File: src/hdl/pckm_pkg.sv
// Shared types, constants and BCD helpers for the phantom clock key matcher.
package pckm_pkg;

	// Key and readout sizes
	localparam int KeyLen  = 64;
	localparam int CntW    = 7;
	localparam int SentW   = 6;
	localparam int SelBit  = 2;
	localparam int KeyBit  = 0;

	localparam logic [7:0]  KeepHigh = 8'hFE;
	localparam logic [63:0] KeyReset = 64'h5CA33AC55CA33AC5;

	// Opcodes
	localparam logic OpRead  = 1'b0;
	localparam logic OpReset = 1'b1;

	// Configuration register indexes
	localparam logic RegClockEnabled = 1'b0;
	localparam logic RegUnlockKey    = 1'b1;

	// Phase codes
	localparam logic [1:0] PhaseIdle  = 2'd0;
	localparam logic [1:0] PhaseMatch = 2'd1;
	localparam logic [1:0] PhaseRead  = 2'd2;

	typedef struct packed {
		logic        opcode;
		logic [15:0] address;
		logic [7:0]  rom_data;
		logic [5:0]  now_seconds;
		logic [5:0]  now_minutes;
		logic [4:0]  now_hours;
		logic [2:0]  now_weekday;
		logic [4:0]  now_day;
		logic [3:0]  now_month;
		logic [6:0]  now_year;
	} pckm_in_t;

	typedef struct packed {
		logic [7:0] data_out;
		logic [1:0] phase_now;
	} pckm_out_t;

	typedef struct packed {
		logic        clock_enabled;
		logic [63:0] unlock_key;
	} pckm_cfg_t;

	// Binary to BCD byte; tens via multiply by 205/2048, tens digit clamped to 9
	function automatic logic [7:0] bcd_byte(input logic [6:0] v);
		logic [14:0] prod;
		logic [3:0]  tens_raw;
		logic [6:0]  tens_val;
		logic [6:0]  ones;
		logic [3:0]  tens;
		prod     = 15'(v) * 15'd205;
		tens_raw = prod[14:11];
		tens_val = 7'(tens_raw) * 7'd10;
		ones     = v - tens_val;
		tens     = (tens_raw > 4'd9) ? 4'd9 : tens_raw;
		return {tens, ones[3:0]};
	endfunction

	// Time snapshot, centiseconds byte fixed at zero
	function automatic logic [63:0] time_latch(input pckm_in_t it);
		logic [6:0] wday;
		wday = {4'b0, it.now_weekday} + 7'd1;
		return {bcd_byte(it.now_year),
			bcd_byte({3'b0, it.now_month}),
			bcd_byte({2'b0, it.now_day}),
			bcd_byte(wday),
			bcd_byte({2'b0, it.now_hours}),
			bcd_byte({1'b0, it.now_minutes}),
			bcd_byte({1'b0, it.now_seconds}),
			8'h00};
	endfunction

endpackage

File: src/hdl/pckm_in_if.sv
// Access channel: valid/ready with one bus access item as payload.
interface pckm_in_if import pckm_pkg::*; ();
	logic     valid;
	logic     ready;
	pckm_in_t payload;

	modport source(output valid, output payload, input ready);
	modport sink(input valid, input payload, output ready);
endinterface

File: src/hdl/pckm_out_if.sv
// Result channel: valid/ready with one result item as payload.
interface pckm_out_if import pckm_pkg::*; ();
	logic      valid;
	logic      ready;
	pckm_out_t payload;

	modport source(output valid, output payload, input ready);
	modport sink(input valid, input payload, output ready);
endinterface

File: src/hdl/pckm_cfg_regs.sv
// Configuration registers: clock enable and unlock key.
module pckm_cfg_regs import pckm_pkg::*; (
	input  logic        clk,
	input  logic        arst_n,
	input  logic        cfg_wr_en,
	input  logic        cfg_idx,
	input  logic [63:0] cfg_data,
	output pckm_cfg_t   cfg
);

	logic        clock_enabled_q;
	logic [63:0] unlock_key_q;

	// Register writes
	always_ff @(posedge clk or negedge arst_n) begin
		if (!arst_n) begin
			clock_enabled_q <= 1'b1;
			unlock_key_q    <= KeyReset;
		end else if (cfg_wr_en) begin
			unique case (cfg_idx)
				RegClockEnabled: clock_enabled_q <= cfg_data[0];
				RegUnlockKey:    unlock_key_q    <= cfg_data;
				default: ;
			endcase
		end
	end

	assign cfg.clock_enabled = clock_enabled_q;
	assign cfg.unlock_key    = unlock_key_q;

endmodule

File: src/hdl/pckm_matcher.sv
// Key matcher and time readout state, updated once per processed item.
module pckm_matcher import pckm_pkg::*; (
	input  logic      clk,
	input  logic      arst_n,
	input  pckm_cfg_t cfg,
	input  logic      step,
	input  pckm_in_t  item,
	output pckm_out_t result
);

	logic              open_q, open_n;
	logic              readout_q, readout_n;
	logic [CntW-1:0]   matched_q, matched_n;
	logic [SentW-1:0]  sent_q, sent_n;
	logic [KeyLen-1:0] tsr_q, tsr_n;
	logic              do_adv;
	logic              do_clear;
	logic              want;
	logic [7:0]        data;

	assign want = cfg.unlock_key[matched_q[SentW-1:0]];

	// Next state and data byte for the item in the input stage
	always_comb begin
		open_n    = open_q;
		readout_n = readout_q;
		matched_n = matched_q;
		sent_n    = sent_q;
		tsr_n     = tsr_q;
		do_adv    = 1'b0;
		do_clear  = 1'b0;
		data      = item.rom_data;

		if (item.opcode == OpReset) begin
			do_clear = 1'b1;
			data     = 8'h00;
		end else if (cfg.clock_enabled) begin
			if (item.address[SelBit]) begin
				if (!readout_q) begin
					open_n    = 1'b1;
					matched_n = '0;
				end else begin
					data   = (item.rom_data & KeepHigh) | {7'b0, tsr_q[0]};
					do_adv = 1'b1;
				end
			end else if (open_q) begin
				if (readout_q) begin
					// hidden bit: consumed, not shown
					do_adv = 1'b1;
				end else if (item.address[KeyBit] == want) begin
					matched_n = matched_q + CntW'(1);
					if (matched_q == CntW'(KeyLen - 1)) begin
						tsr_n     = time_latch(item);
						sent_n    = '0;
						readout_n = 1'b1;
					end
				end else begin
					open_n = 1'b0;
				end
			end
		end

		// shift one time bit out; last bit ends readout
		if (do_adv) begin
			tsr_n = tsr_q >> 1;
			if (&sent_q) begin
				do_clear = 1'b1;
			end else begin
				sent_n = sent_q + SentW'(1);
			end
		end

		if (do_clear) begin
			open_n    = 1'b1;
			readout_n = 1'b0;
			matched_n = '0;
			sent_n    = '0;
		end
	end

	// Phase after this item
	always_comb begin
		result.data_out = data;
		if (!cfg.clock_enabled) begin
			result.phase_now = PhaseIdle;
		end else if (readout_n) begin
			result.phase_now = PhaseRead;
		end else if (matched_n != '0) begin
			result.phase_now = PhaseMatch;
		end else begin
			result.phase_now = PhaseIdle;
		end
	end

	// State registers
	always_ff @(posedge clk or negedge arst_n) begin
		if (!arst_n) begin
			open_q    <= 1'b1;
			readout_q <= 1'b0;
			matched_q <= '0;
			sent_q    <= '0;
			tsr_q     <= '0;
		end else if (step) begin
			open_q    <= open_n;
			readout_q <= readout_n;
			matched_q <= matched_n;
			sent_q    <= sent_n;
			tsr_q     <= tsr_n;
		end
	end

	// Readout only follows a full match with key bits still open
	a_readout_full_match: assert property (@(posedge clk) disable iff (!arst_n)
		readout_q |-> (open_q && matched_q == CntW'(KeyLen)))
		else $error("readout active without a full key match");

	// Outside readout the bit counter rests at zero and the match count stays short
	a_idle_counters: assert property (@(posedge clk) disable iff (!arst_n)
		!readout_q |-> (sent_q == '0 && !matched_q[CntW-1]))
		else $error("counters inconsistent outside readout");

	// A reset event returns the matcher to its start
	a_reset_event: assert property (@(posedge clk) disable iff (!arst_n)
		(step && item.opcode == OpReset) |=> (!readout_q && open_q && matched_q == '0))
		else $error("reset event did not clear the matcher");

	// A reset event drives a zero byte
	a_reset_data: assert property (@(posedge clk) disable iff (!arst_n)
		(item.opcode == OpReset) |-> (result.data_out == 8'h00))
		else $error("reset event data not zero");

endmodule

File: src/hdl/phantom_clock_key_matcher_top.sv
// Top level: input stage, key matcher, result register and configuration.
//
//  port       | dir  | handshake    | content
//  -----------+------+--------------+-------------------------------------
//  access     | sink | valid/ready  | opcode, address, rom_data, time now
//  result     | src  | valid/ready  | data_out, phase_now
//  cfg_*      | sink | write enable | cfg_idx selects register, cfg_data
//
// One item per cycle sustained while the result is not stalled. An item is
// registered in the input stage when accepted and moves to the result
// register when the stage advances; its result is offered from there.
// Matcher state is read and written in the single step from input stage
// to result register. arst_n clears the stages, the matcher and loads
// the register defaults. A stalled result holds the result register and
// the input stage; access stays ready while the input stage can drain.
module phantom_clock_key_matcher_top import pckm_pkg::*; (
	input  logic        clk,
	input  logic        arst_n,
	pckm_in_if.sink     access,
	pckm_out_if.source  result,
	input  logic        cfg_wr_en,
	input  logic        cfg_idx,
	input  logic [63:0] cfg_data
);

	pckm_cfg_t cfg;
	pckm_in_t  item_s1;
	logic      valid_s1;
	pckm_out_t step_res;
	pckm_out_t result_s2;
	logic      valid_s2;
	logic      adv;
	logic      take;

	pckm_cfg_regs u_cfg (
		.clk       (clk),
		.arst_n    (arst_n),
		.cfg_wr_en (cfg_wr_en),
		.cfg_idx   (cfg_idx),
		.cfg_data  (cfg_data),
		.cfg       (cfg)
	);

	// Stage handshake
	assign adv          = valid_s1 && (!valid_s2 || result.ready);
	assign access.ready = !valid_s1 || adv;
	assign take         = access.valid && access.ready;

	// Input stage
	always_ff @(posedge clk or negedge arst_n) begin
		if (!arst_n) begin
			valid_s1 <= 1'b0;
		end else if (take) begin
			valid_s1 <= 1'b1;
		end else if (adv) begin
			valid_s1 <= 1'b0;
		end
	end

	always_ff @(posedge clk) begin
		if (take) begin
			item_s1 <= access.payload;
		end
	end

	pckm_matcher u_matcher (
		.clk    (clk),
		.arst_n (arst_n),
		.cfg    (cfg),
		.step   (adv),
		.item   (item_s1),
		.result (step_res)
	);

	// Result register
	always_ff @(posedge clk or negedge arst_n) begin
		if (!arst_n) begin
			valid_s2 <= 1'b0;
		end else if (adv) begin
			valid_s2 <= 1'b1;
		end else if (result.ready) begin
			valid_s2 <= 1'b0;
		end
	end

	always_ff @(posedge clk) begin
		if (adv) begin
			result_s2 <= step_res;
		end
	end

	assign result.valid   = valid_s2;
	assign result.payload = result_s2;

endmodule

File: src/flat_wrapper.sv
// flat-port wrapper written by rule: the top's interface ports become plain ports
module phantom_clock_key_matcher_top_flat import pckm_pkg::*;
  (clk, arst_n, cfg_wr_en, cfg_idx, cfg_data, access_valid, access_payload, access_ready, result_valid, result_payload, result_ready);
  pckm_in_if access_i ();
  pckm_out_if result_i ();
  input  logic clk;
  input  logic arst_n;
  input  logic cfg_wr_en;
  input  logic cfg_idx;
  input  logic [63:0] cfg_data;
  input wire logic [$bits(access_i.valid)-1:0] access_valid;
  input wire logic [$bits(access_i.payload)-1:0] access_payload;
  output wire logic [$bits(access_i.ready)-1:0] access_ready;
  output wire logic [$bits(result_i.valid)-1:0] result_valid;
  output wire logic [$bits(result_i.payload)-1:0] result_payload;
  input wire logic [$bits(result_i.ready)-1:0] result_ready;
  assign access_i.valid = access_valid;
  assign access_i.payload = access_payload;
  assign access_ready = access_i.ready;
  assign result_valid = result_i.valid;
  assign result_payload = result_i.payload;
  assign result_i.ready = result_ready;
  phantom_clock_key_matcher_top u_core (.clk(clk), .arst_n(arst_n), .access(access_i), .result(result_i), .cfg_wr_en(cfg_wr_en), .cfg_idx(cfg_idx), .cfg_data(cfg_data));
endmodule
File: config.mk
export PLATFORM = sky130hd
export DESIGN_NAME = phantom_clock_key_matcher_top_flat
export DESIGN_NICKNAME = d
export VERILOG_FILES = /design/src/hdl/pckm_pkg.sv /design/src/hdl/pckm_in_if.sv /design/src/hdl/pckm_out_if.sv /design/src/hdl/pckm_cfg_regs.sv /design/src/hdl/pckm_matcher.sv /design/src/hdl/phantom_clock_key_matcher_top.sv /design/src/flat_wrapper.sv
export SDC_FILE = /design/constraint.sdc
export NUM_CORES = 1
export LEC_CHECK = 0
export BUFFER_PORTS_ARGS = -buffer_cell sky130_fd_sc_hd__buf_4
export CELL_PAD_IN_SITES_DETAIL_PLACEMENT = 2
export CELL_PAD_IN_SITES_GLOBAL_PLACEMENT = 2
export CORE_MARGIN = 2
export CORE_UTILIZATION = 40
export CTS_BUF_LIST = sky130_fd_sc_hd__clkbuf_4
export DETAILED_ROUTE_END_ITERATION = 6
export PLACE_DENSITY = 0.91
export SLEW_MARGIN = 10
export SYNTH_ARGS = -nofsm -noshare
export SYNTH_HDL_FRONTEND = slang
export SYNTH_SLANG_ARGS = --single-unit
File: constraint.sdc
create_clock -name clk -period 6.9 [get_ports clk]
set_input_delay 0.345 -clock clk [delete_from_list [all_inputs] [get_ports clk]]
set_output_delay 0.345 -clock clk [all_outputs]
set_load 0.05 [all_outputs]
==> results of run 1 <==
## state kept, by name (all words and copies together), names as in the netlist
| signal | cells |
|---|---|
| u_core.result.valid | 1 |
| u_core.u_matcher.matched_q | 7 |
| u_core.item_s1 | 47 |
| u_core.result.payload | 10 |
| u_core.u_matcher.tsr_q | 64 |
| u_core.u_matcher.readout_q | 1 |
| u_core.valid_s1 | 1 |
| u_core.u_matcher.open_q | 1 |
| u_core.u_matcher.sent_q | 6 |
| u_core.u_cfg.clock_enabled_q | 1 |
| u_core.u_cfg.unlock_key_q | 64 |
## cell families after synthesis
family | Yosys count
AO/OA/AOI/OAI | 184
adder cells (fa/ha/maj) | 188
multiplexers | 117
XOR/XNOR | 41
buffers and inverters | 159
flip-flops | 203
AND/OR/NAND/NOR | 221
## report_power, final
group	switching (uW)	total [uW]	internal [uW]
sequential	107	1460	1350
combinational	685	1210	522
clock	714	1310	592
total	1510	3970	2460
## worst max-delay path by stage
stage                            endpoint  slack, ps  cells past startpoint
6_report       u_core.u_matcher.tsr_q[59]       1260                     20
3_5_place_dp   u_core.u_matcher.tsr_q[59]       1920                     19
5_1_grt        u_core.u_matcher.tsr_q[59]       1140                     20
3_3_place_gp   u_core.u_matcher.tsr_q[59]       2080                     19
4_1_cts        u_core.u_matcher.tsr_q[59]       1710                     20
2_1_floorplan  u_core.u_matcher.tsr_q[59]       2340                     19
## Yosys cell counts, types with 28 or more instances
| cell type | n |
|---|---|
| ha_1 | 160 |
| dfstp_2 | 34 |
| nor2_1 | 43 |
| edfxtp_1 | 57 |
| mux2_2 | 65 |
| mux2i_1 | 40 |
| dfrtp_1 | 112 |
| nand2_1 | 76 |
| inv_1 | 115 |
| fa_1 | 28 |
| o21ai_0 | 63 |
| a21oi_1 | 44 |
## cell type report
cell class | count | area (sq um)
tap | 402 | 503
sequential | 203 | 5410
multi-input combinational | 751 | 6640
antenna | 4 | 10.0
timing repair buffer | 255 | 2210
clock inverter | 20 | 91.3
inverter | 116 | 435
fill | 3081 | 15400
clock buffer | 89 | 668
## worst max-delay path: stages (launching register included)
cell      delay [ps]
edfxtp_1         470
ha_1             370
inv_1             90
fa_1             590
inv_1             80
ha_1             290
inv_1             60
fa_1             510
inv_1             50
ha_1             290
a21o_1           210
a211oi_1         460
nor2b_1          140
nor2_1           360
xor2_1           230
fa_1             490
xor2_1           170
xnor2_1          210
xnor2_1          140
mux2i_1           90
o21ai_0          240
## per-stage QoR
| step | worst slack [ps] | instance area [sq um] | power (uW) | hold slack, ps |
|---|---|---|---|---|
| 3_3_place_gp | 2080 | 14000 | 2310 | 460 |
| 5_1_grt | 1140 | 16000 | 4120 | 18.6 |
| 6_report | 1260 | 16000 | 3970 | 32.5 |
| 3_5_place_dp | 1920 | 14000 | 2440 | 478 |
| 4_1_cts | 1710 | 16000 | 3760 | 4.31 |
| 2_1_floorplan | 2340 | 12700 | 2090 | 49.4 |
## routing by layer
| layer | routed length, um | GRT usage (%) | share of wire (%) | vias up |
|---|---|---|---|---|
| met1 | 20800 | 37.1 | 36 | 5606 |
| met3 | 2970 | 5.83 | 5.2 | 258 |
| met4 | 3880 | 18.2 | 6.8 | 0 |
| met5 | 0 | 0 | 0 | - |
| li1 | - | - | - | 4507 |
| met2 | 29600 | 62.4 | 52 | 539 |
## timing repair
action                    4_1_cts  5_1_grt
hold endpoints to repair      168        0
gates resized for setup         0        0
hold buffers                  118        0
==> results.ini, run 1 <==
[drt]
wirelength_um=57200
routedWlPerCell_um=31.1
drc=0
dr.pass1.iters=4
vias_per_cell=5.93
via_count=10900
initialDrtViolationCount=828
detail-route-antenna-nets=0

[synthesis]
synthAdderAreaFrac_pct=20.2
synth_compound_area_share_pct=9.19
synth-edff-count=57
ys_types=66
async_reset_ff_share_pct=71.9
yosysSeqAreaShare_pct=42.6
syn_nets=1432
synthCells=1113
netlist_area_sq_um=12700
ys_seq_elements=203
synthSimpleGateAreaFrac_pct=8.73
synth_xor_area_share_pct=3.16
yosys_warnings=0
ys.flop_type=dfrtp_1
ys_top_cells_by_area=dfrtp_1 (22%), ha_1 (16%), edfxtp_1 (13%)
synth_top_area_share_pct=22.1
synth_top_family_by_area=adder cells
muxShareOfSynthArea_pct=10.9
synth.largest_area_cell=dfrtp_1
synth.avg_cell_area_sq_um=11.4

[timing]
finalSetupViolations=0
grt_setup_unrepaired=false
max_freq_mhz=177
tns_ps=0
period_minus_slack_ps=5640
fin_crit_sh_pct=81.7
finalMaxSlewViolations=0
worst_pin_slew_ps=1060
slew_headroom_pct=29.5
clock_skew_ps=81.3
finalHoldViolations=0

[critical_path]
regToRegSetupSlack_ps=1260
endpoint_kind=flop
worstRegToRegCells=20
arrival_ps=6300
reg2reg_to=u_core.u_matcher.tsr_q[59]
crit_required_ps=7560
crit_fanout=4
cp-start-kind=flop
crit_type=flop to flop
critPathLaunch=u_core.item_s1[4]
r2r_start=u_core.item_s1[4]

[floorplanning]
die_h_um=182
rows=65
start_util_pct=40.4
pin_count=143
coreArea_sq_um=31400
die_area_sq_um=33100
die_x_um=182

[cts]
cts_root_buf=clkbuf_4
clock_latency_ps=800
cts_tree=done
htree_num_levels=2
cts_setup_buffers=0
clkTransAtPathRegs_ps=80
cts.sinks=203
cts_buffer_depth=3
cts_buffers=58

[global_routing]
grt_pass1_vias=12700
track_usage_pct=33.9
grt_pass1_wl_um=83500
grt_max_degree=96
antenna_found_initial=2
grt-ovfl-total=0

[cells_and_area]
drive_gt1_share_pct=25.0
layout_commonest_cell=ha_1
final_cells=1840
finalCoreUtilization_pct=50.9
nets=1704
syn2layout_area_growth_pct=25.9
final_cell_mix=ha_1 (160), buf_4 (136), dlygate4sd3_1 (118)

[place]
hpwl_um=27300
dp_cells=1609
portBuffers=128
globalplace.congestion=0.783

[pwr]
p_per_area_nw_per_um2=249
irDropWorstVdd_mv=0.153
leakage_uw=0.00758

[status]
run_status=completed

[run]
cap_violations=0

[worst_hold_path]
hp-class=input pin to flop
hold_depth=3
min-delay-start=cfg_idx
min_to=u_core.u_cfg.unlock_key_q[0]

No activity file was read; power rests on OpenSTA's default activity.
==> run 2, diff against run 1 <==
--- a/config.mk
+++ b/config.mk
@@ -9,10 +9,10 @@
 export CELL_PAD_IN_SITES_DETAIL_PLACEMENT = 2
 export CELL_PAD_IN_SITES_GLOBAL_PLACEMENT = 2
 export CORE_MARGIN = 2
-export CORE_UTILIZATION = 40
+export CORE_UTILIZATION = 37
 export CTS_BUF_LIST = sky130_fd_sc_hd__clkbuf_4
 export DETAILED_ROUTE_END_ITERATION = 6
-export PLACE_DENSITY = 0.91
+export PLACE_DENSITY = 0.89
 export SLEW_MARGIN = 10
 export SYNTH_ARGS = -nofsm -noshare
 export SYNTH_HDL_FRONTEND = slang
==> constraint.sdc (replaced) <==
create_clock -name clk -period 4.7 [get_ports clk]
set_input_delay 0.235 -clock clk [delete_from_list [all_inputs] [get_ports clk]]
set_output_delay 0.235 -clock clk [all_outputs]
set_load 0.05 [all_outputs]
==> run 2 against run 1 <==
  * The run now ends with negative setup slack left
  * Critical endpoint unchanged
  * Worst setup slack worse by 1600 ps
  * Combinational power grew 60%
  * Core utilization decreased by 2.1 points
  * Critical path type unchanged
==> results.ini, run 2 (same netlist as run 1, synthesis figures left out) <==
[critical_path]
max_stage_delay_ps=450  ; was 590 ps
arrival_ps=5680  ; was 6300 ps
path_cells=buf_4, ha_1, fa_1, inv_1, fa_1, ha_1, ha_1, and3_1, a211oi_2, xnor2_1, ha_2, inv_2, fa_2, xor2_2, xnor2_2, xnor2_1, mux2i_1, o21ai_1  ; was ha_1, inv_1, fa_1, inv_1, ha_1, inv_1, fa_1, inv_1, ha_1, a21o_1, a211oi_1, nor2b_1, nor2_1, xor2_1, fa_1, xor2_1, xnor2_1, xnor2_1, mux2i_1, o21ai_0
slowest_stage=fa_1  ; unchanged
worst_path_most_repeated_cell=ha_1  ; was inv_1
crit_fanout=2  ; was 4
endpoint_kind=flop  ; unchanged
crit_required_ps=5380  ; was 7560 ps
cp-start-kind=flop  ; unchanged
crit_type=flop to flop  ; unchanged

[worst_hold_path]
hp-class=input pin to async pin  ; was input pin to flop

[global_routing]
grt_busiest_layer=met2  ; unchanged
grt_use_met3_pct=4.58  ; was 5.83%
antenna_found_initial=3  ; was 2
grt_pass1_vias=12500  ; was 12700
use_met1_pct=28.7  ; was 37.1%
grt-ovfl-total=0  ; unchanged
met2_usage_pct=52.8  ; was 62.4%
grt_pass1_wl_um=75800  ; was 83500 um
track_usage_pct=27.9  ; was 33.9%
grt_max_degree=106  ; was 96

[drt]
drc=0  ; unchanged
detail-route-antenna-nets=0  ; unchanged
routedWlPerCell_um=26.7  ; was 31.1 um
vias_per_cell=5.52  ; was 5.93
wirelength_um=50900  ; was 57200 um
initialDrtViolationCount=550  ; was 828
via_count=10500  ; was 10900
dr.pass1.iters=5  ; was 4

[status]
violations=negative setup slack
run_status=finished with violations  ; was completed

[place]
portBuffers=128  ; unchanged
globalplace.congestion=0.765  ; was 0.783
hpwl_um=26100  ; was 27300 um

[pwr]
finalPower_uw=5860  ; was 3970 uW
p_per_area_nw_per_um2=357  ; was 249 nW/um^2
irDropWorstVdd_mv=0.182  ; was 0.153 mV
leakage_uw=0.00769  ; was 0.00758 uW

[cells_and_area]
regArea_sq_um=5410  ; unchanged
layout_commonest_cell=buf_4  ; was ha_1
syn2layout_area_growth_pct=29.2  ; was 25.9%
drive_gt1_share_pct=28.6  ; was 25.0%
final_cell_mix=buf_4 (156), ha_1 (150), dlygate4sd3_1 (118)  ; was ha_1 (160), buf_4 (136), dlygate4sd3_1 (118)
reg_top3=u_core.u_cfg.unlock_key_q: 64 flops, u_core.u_matcher.tsr_q: 64 flops, u_core.item_s1: 47 flops  ; unchanged
multi_input_area_sq_um=6860  ; was 6640 sq um
nFillCells=3305  ; was 3081
nets=1724  ; was 1704

[timing]
grt_setup_unrepaired=true  ; was false
clock_skew_ps=49.3  ; was 81.3 ps
period_minus_slack_ps=5000  ; was 5640 ps
layout_setup_ws_ps=-301  ; was 1260 ps
fin_hold_ws_ps=38.4  ; was 32.5 ps
slew_headroom_pct=28.1  ; was 29.5%
fin_crit_sh_pct=106  ; was 81.7%
finalSetupViolations=2  ; was 0
finalHoldViolations=0  ; unchanged
worst_pin_slew_ps=1080  ; was 1060 ps
max_freq_mhz=200  ; was 177 MHz
finalMaxSlewViolations=0  ; unchanged

[cts]
cts_root_buf=clkbuf_4  ; unchanged
clkTransAtPathRegs_ps=120  ; was 80 ps
cts_buffers=56  ; was 58
cts_tree=done  ; unchanged
cts_buffer_depth=3  ; unchanged
clock_latency_ps=790  ; was 800 ps
cts.sinks=203  ; unchanged
htree_num_levels=2  ; unchanged

[floorplanning]
die_area_sq_um=35800  ; was 33100 sq um
start_util_pct=37.7  ; was 40.4%
rows=67  ; was 65
coreArea_sq_um=33600  ; was 31400 sq um
pin_count=143  ; unchanged
die_x_um=189  ; was 182 um
die_h_um=189  ; was 182 um

[run]
cap_violations=0  ; unchanged

==> run 2: changes by cell type in the layout (fill, tap and decap cells not counted), sizes merged <==
cell,before,now
clkinv,20,18
diode,4,5
buf,137,159
inv,116,118
clkbuf,89,84
==> run 2: power breakdown <==
group,leakage (uW),switching [uW],internal (uW)
clock,0.000442,986,824
sequential,0.00239,129,1980
combinational,0.00486,1050,884
total,0.00769,2170,3690
==> run 2: timing repair <==
item	4_1_cts	5_1_grt
pin swaps	15	16
gates resized for setup	17	23
setup buffers	10	7
endpoints found under the setup margin	1	9
hold buffers	118	0
endpoints found under the hold margin	236	0
==> run 2: stage by stage <==
stage | setup slack [ps] | TNS, ps | area [sq um] | cells | utilization [%]
3_3_place_gp | 87.4 | 0 | 14200 | 1664 | 42.1
6_report | -301 | -356 | 16400 | 1904 | 48.7
2_1_floorplan | 142 | 0 | 12700 | 1113 | -
5_1_grt | -470 | -908 | 16400 | 1904 | 48.7
3_5_place_dp | -363 | -363 | 14200 | 1664 | 42.1
4_1_cts | -70.9 | -70.9 | 16200 | 1896 | 48.3
==> run 2: metal layers <==
layer	up-vias	share of wire (%)
met5	-	0
met4	0	6.5
met3	192	3.8
met2	373	55
met1	5401	35
li1	4543	-
==> run 2: worst max-delay path, delay by kind of cell, from the launching register on <==
kind	cells	cell delay [ps]
compound gates	2	590
xor+xnor	4	790
fa+ha+maj	7	2430
buf+inv	3	300
flops	1	430
mux	1	150
simple gates	1	230
==> run 2: layout make-up <==
type | count | area share [%]
antenna | 5 | 0.0764
clock inverter | 20 | 0.542
timing repair buffer | 277 | 14.6
inverter | 116 | 2.66
clock buffer | 84 | 3.85
tap | 448 | 3.42
multi-input combinational | 751 | 41.8
sequential | 203 | 33.0
==> run 2: final timing paths <==
kind	startpoint	endpoint	slack, ps	cells after the start
setup / recovery	u_core.item_s1[6]	u_core.u_matcher.tsr_q[59]	-300	18
hold / removal	arst_n	u_core.u_cfg.unlock_key_q[32]	40	2
setup reg to reg	u_core.item_s1[6]	u_core.u_matcher.tsr_q[59]	-300	18
hold reg to reg	u_core.u_matcher.tsr_q[13]	u_core.u_matcher.tsr_q[13]	490	2
max in group asynchronous	arst_n	u_core.u_cfg.unlock_key_q[36]	3240	3
min in group clk	access_payload[30]	u_core.item_s1[30]	180	2
==> run 3, diff against run 2 <==
--- a/config.mk
+++ b/config.mk
@@ -5,14 +5,15 @@
 export SDC_FILE = /design/constraint.sdc
 export NUM_CORES = 1
 export LEC_CHECK = 0
+export ABC_AREA = 1
 export BUFFER_PORTS_ARGS = -buffer_cell sky130_fd_sc_hd__buf_4
 export CELL_PAD_IN_SITES_DETAIL_PLACEMENT = 2
 export CELL_PAD_IN_SITES_GLOBAL_PLACEMENT = 2
 export CORE_MARGIN = 2
-export CORE_UTILIZATION = 37
+export CORE_UTILIZATION = 34
 export CTS_BUF_LIST = sky130_fd_sc_hd__clkbuf_4
 export DETAILED_ROUTE_END_ITERATION = 6
-export PLACE_DENSITY = 0.89
+export PLACE_DENSITY = 0.88
 export SLEW_MARGIN = 10
 export SYNTH_ARGS = -nofsm -noshare
 export SYNTH_HDL_FRONTEND = slang
==> run 3 against run 2 <==
  * The run still ends with negative setup slack left
  * Worst hold slack better by 65 ps
  * Routed wire length is 5.9% lower
  * Global-route usage is 4.5 points lower
  * Combinational power is 24% higher
  * Area after synthesis is 1.4% higher
  * Critical path type unchanged
  * Final area is 2.0% higher
  * Flip-flop and latch count stayed put
  * Highest routed layer unchanged
  * Core utilization is 4.2 points lower
==> results.ini, run 3 <==
[status]
run_status=finished with violations  ; unchanged
violations=negative setup slack  ; unchanged

[synthesis]
ys_top_cells_by_area=dfrtp_1 (22%), ha_1 (16%), edfxtp_1 (13%)  ; unchanged
synth-edff-count=57  ; unchanged
async_reset_ff_share_pct=71.9  ; unchanged
synth.largest_area_cell=dfrtp_1  ; unchanged
netlist_area_sq_um=12900  ; was 12700 sq um
yosysSeqAreaShare_pct=42.0  ; was 42.6%
synth.avg_cell_area_sq_um=8.96  ; was 11.4 sq um
synthCells=1436  ; was 1113
ys_seq_elements=203  ; unchanged
ys_types=46  ; was 66
synth_top_area_share_pct=21.8  ; was 22.1%
netlist_top_cells_count=inv_1 (252), nand2_1 (234), ha_1 (160), dfrtp_1 (112), nor2_1 (98)  ; was ha_1 (160), inv_1 (115), dfrtp_1 (112), nand2_1 (76), mux2_2 (65)
yosysMostFrequentCell=inv_1  ; was ha_1
syn_nets=1755  ; was 1432
ys.flop_type=dfrtp_1  ; unchanged
yosys_warnings=0  ; unchanged

[global_routing]
antenna_found_initial=6  ; was 3
grt_pass1_vias=13300  ; was 12500
grt-ovfl-total=0  ; unchanged
grt_max_degree=101  ; was 106
grt_pass1_wl_um=71900  ; was 75800 um
track_usage_pct=23.5  ; was 27.9%

[critical_path]
path_cells=ha_4, inv_1, fa_1, inv_1, ha_1, ha_1, a21oi_1, o31ai_2, nand4_1, nand2_1, xnor2_1, inv_1, ha_1, inv_1, fa_1, xnor2_2, xor2_1, xor2_1, a21oi_1, o21ai_1, o21ai_1  ; was buf_4, ha_1, fa_1, inv_1, fa_1, ha_1, ha_1, and3_1, a211oi_2, xnor2_1, ha_2, inv_2, fa_2, xor2_2, xnor2_2, xnor2_1, mux2i_1, o21ai_1
crit_family=adder cells  ; unchanged
slowest_stage=edfxtp_1  ; was fa_1
cp-start-kind=flop  ; unchanged
crit_required_ps=5340  ; was 5380 ps
crit_fanout=5  ; was 2
crit_type=flop to flop  ; unchanged
max_stage_delay_ps=550  ; was 450 ps
worst_path_most_repeated_cell=inv_1  ; was ha_1
arrival_ps=5480  ; was 5680 ps
endpoint_kind=flop  ; unchanged
crit_buf_inv=4  ; was 3

[cts]
cts_tree=done  ; unchanged
clkTransAtPathRegs_ps=80  ; was 120 ps
cts.sinks=203  ; unchanged
cts_root_buf=clkbuf_4  ; unchanged
htree_num_levels=2  ; unchanged
cts_buffer_depth=3  ; unchanged
clock_latency_ps=810  ; was 790 ps
cts_buffers=60  ; was 56

[cells_and_area]
syn2layout_area_growth_pct=30.0  ; was 29.2%
design_area_sq_um=16700  ; was 16400 sq um
reg_top3=u_core.u_cfg.unlock_key_q: 64 flops, u_core.u_matcher.tsr_q: 64 flops, u_core.item_s1: 47 flops  ; unchanged
final_cell_mix=inv_1 (246), nand2_1 (232), buf_4 (156)  ; was buf_4 (156), ha_1 (150), dlygate4sd3_1 (118)
nets=2044  ; was 1724
finalCoreUtilization_pct=44.6  ; was 48.7%
layout_commonest_cell=inv_1  ; was buf_4
drive_gt1_share_pct=20.5  ; was 28.6%

[drt]
route.met2.wl_um=26000  ; was 27800 um
vias_per_cell=5.00  ; was 5.52
dr.pass1.iters=4  ; was 5
via_count=11400  ; was 10500
top_layer_used=met4  ; unchanged
drc=0  ; unchanged
initialDrtViolationCount=375  ; was 550
wl_met3_um=1910  ; about the same
wirelength_um=47900  ; was 50900 um
routedWlPerCell_um=20.9  ; was 26.7 um
detail-route-antenna-nets=0  ; unchanged
wl_met1_um=18000  ; was 17900 um

[floorplanning]
pin_count=143  ; unchanged
die_area_sq_um=39400  ; was 35800 sq um
die_h_um=199  ; was 189 um
coreArea_sq_um=37500  ; was 33600 sq um
rows=71  ; was 67
start_util_pct=34.3  ; was 37.7%
die_x_um=199  ; was 189 um

[pwr]
irDropWorstVdd_mv=0.210  ; was 0.182 mV
power.internal_uw=3800  ; was 3690 uW
p_per_area_nw_per_um2=375  ; was 357 nW/um^2
seq_power_share_pct=33.7  ; was 36.1%
clock_power_share_pct=28.2  ; was 30.9%
leakage_uw=0.00837  ; was 0.00769 uW
power_frac_comb_pct=38.1  ; was 33.0%
finalPower_uw=6270  ; was 5860 uW
switchingPower_uw=2470  ; was 2170 uW
switching_share_pct=39.4  ; was 37.0%

[timing]
layout_setup_ws_ps=-145  ; was -301 ps
finalHoldViolations=0  ; unchanged
finalSetupViolations=2  ; unchanged
max_freq_mhz=206  ; was 200 MHz
period_minus_slack_ps=4850  ; was 5000 ps
finalMaxSlewViolations=0  ; unchanged
fin_hold_ws_ps=104  ; was 38.4 ps
clock_skew_ps=54.6  ; was 49.3 ps
worst_pin_slew_ps=1190  ; was 1080 ps
fin_crit_sh_pct=103  ; was 106%
slew_headroom_pct=20.9  ; was 28.1%

[worst_hold_path]
hp-class=input pin to async pin  ; unchanged

[place]
hpwl_um=26700  ; was 26100 um
placed_cell_area_sq_um=14300  ; was 14200 sq um
portBuffers=128  ; unchanged
globalplace.congestion=0.777  ; was 0.765

[run]
cap_violations=0  ; unchanged

-- run 3: path summary, 6_finish.rpt --
kind / startpoint / to / slack, ps / cells past startpoint
hold / removal: arst_n / u_core.u_cfg.unlock_key_q[40] / 100 / 2
setup reg to reg: u_core.item_s1[33] / u_core.u_matcher.tsr_q[11] / -150 / 21
hold reg to reg: u_core.u_cfg.unlock_key_q[7] / u_core.u_cfg.unlock_key_q[7] / 480 / 2
max in group asynchronous: arst_n / u_core.u_matcher.tsr_q[20] / 3260 / 3
min in group clk: access_payload[7] / u_core.item_s1[7] / 150 / 2
setup / recovery: u_core.item_s1[33] / u_core.u_matcher.tsr_q[11] / -150 / 21
-- run 3: final cells by class --
type / instances / area, sq um
fill: 4064 / 20800
multi-input combinational: 925 / 6550
sequential: 203 / 5410
timing repair buffer: 276 / 2380
inverter: 259 / 972
clock buffer: 88 / 661
tap: 511 / 639
clock inverter: 22 / 93.8
antenna: 5 / 12.5
-- run 3: through the flow --
stage	cells	setup TNS [ps]	worst slack, ps
floorplan	1436	0	498
global placement	2035	0	154
detailed placement	2035	-54.5	-54.5
CTS	2267	0	4.66
global route	2289	-868	-374
finish	2289	-210	-145
-- run 3: kinds of logic after synthesis --
group | count (synthesis) | share of synthesized area [%]
flip-flops | 203 | 42.0
AND/OR/NAND/NOR | 436 | 14.2
multiplexers | 12 | 1.05
buffers and inverters | 308 | 9.40
AO/OA/AOI/OAI | 254 | 11.0
adder cells (fa/ha/maj) | 188 | 19.9
XOR/XNOR | 35 | 2.38
-- run 3: repair_timing --
item                                   in CTS  in global routing
hold buffers                              118                  0
gates resized for setup                     3                 40
endpoints found under the hold margin     179                  0
pin swaps                                   2                 23
setup buffers                               4                 17
setup endpoints to repair                   1                  5
-- run 3: power by group through the flow --
stage                     combinational, uW  clock (uW)  sequential, uW
after floorplan                        1280           0            2130
after global placement                 1770           0            2110
after detailed placement               1940           0            2130
after CTS                              2100        1790            2100
after global routing                   2670        1930            2130
final                                  2390        1770            2110
-- run 3: per-layer routing --
metal / track usage [%] / vias up
met5: 0 / -
met4: 10.3 / 0
met3: 4.75 / 131
met2: 44.9 / 272
met1: 24.7 / 5733
li1: - / 5310
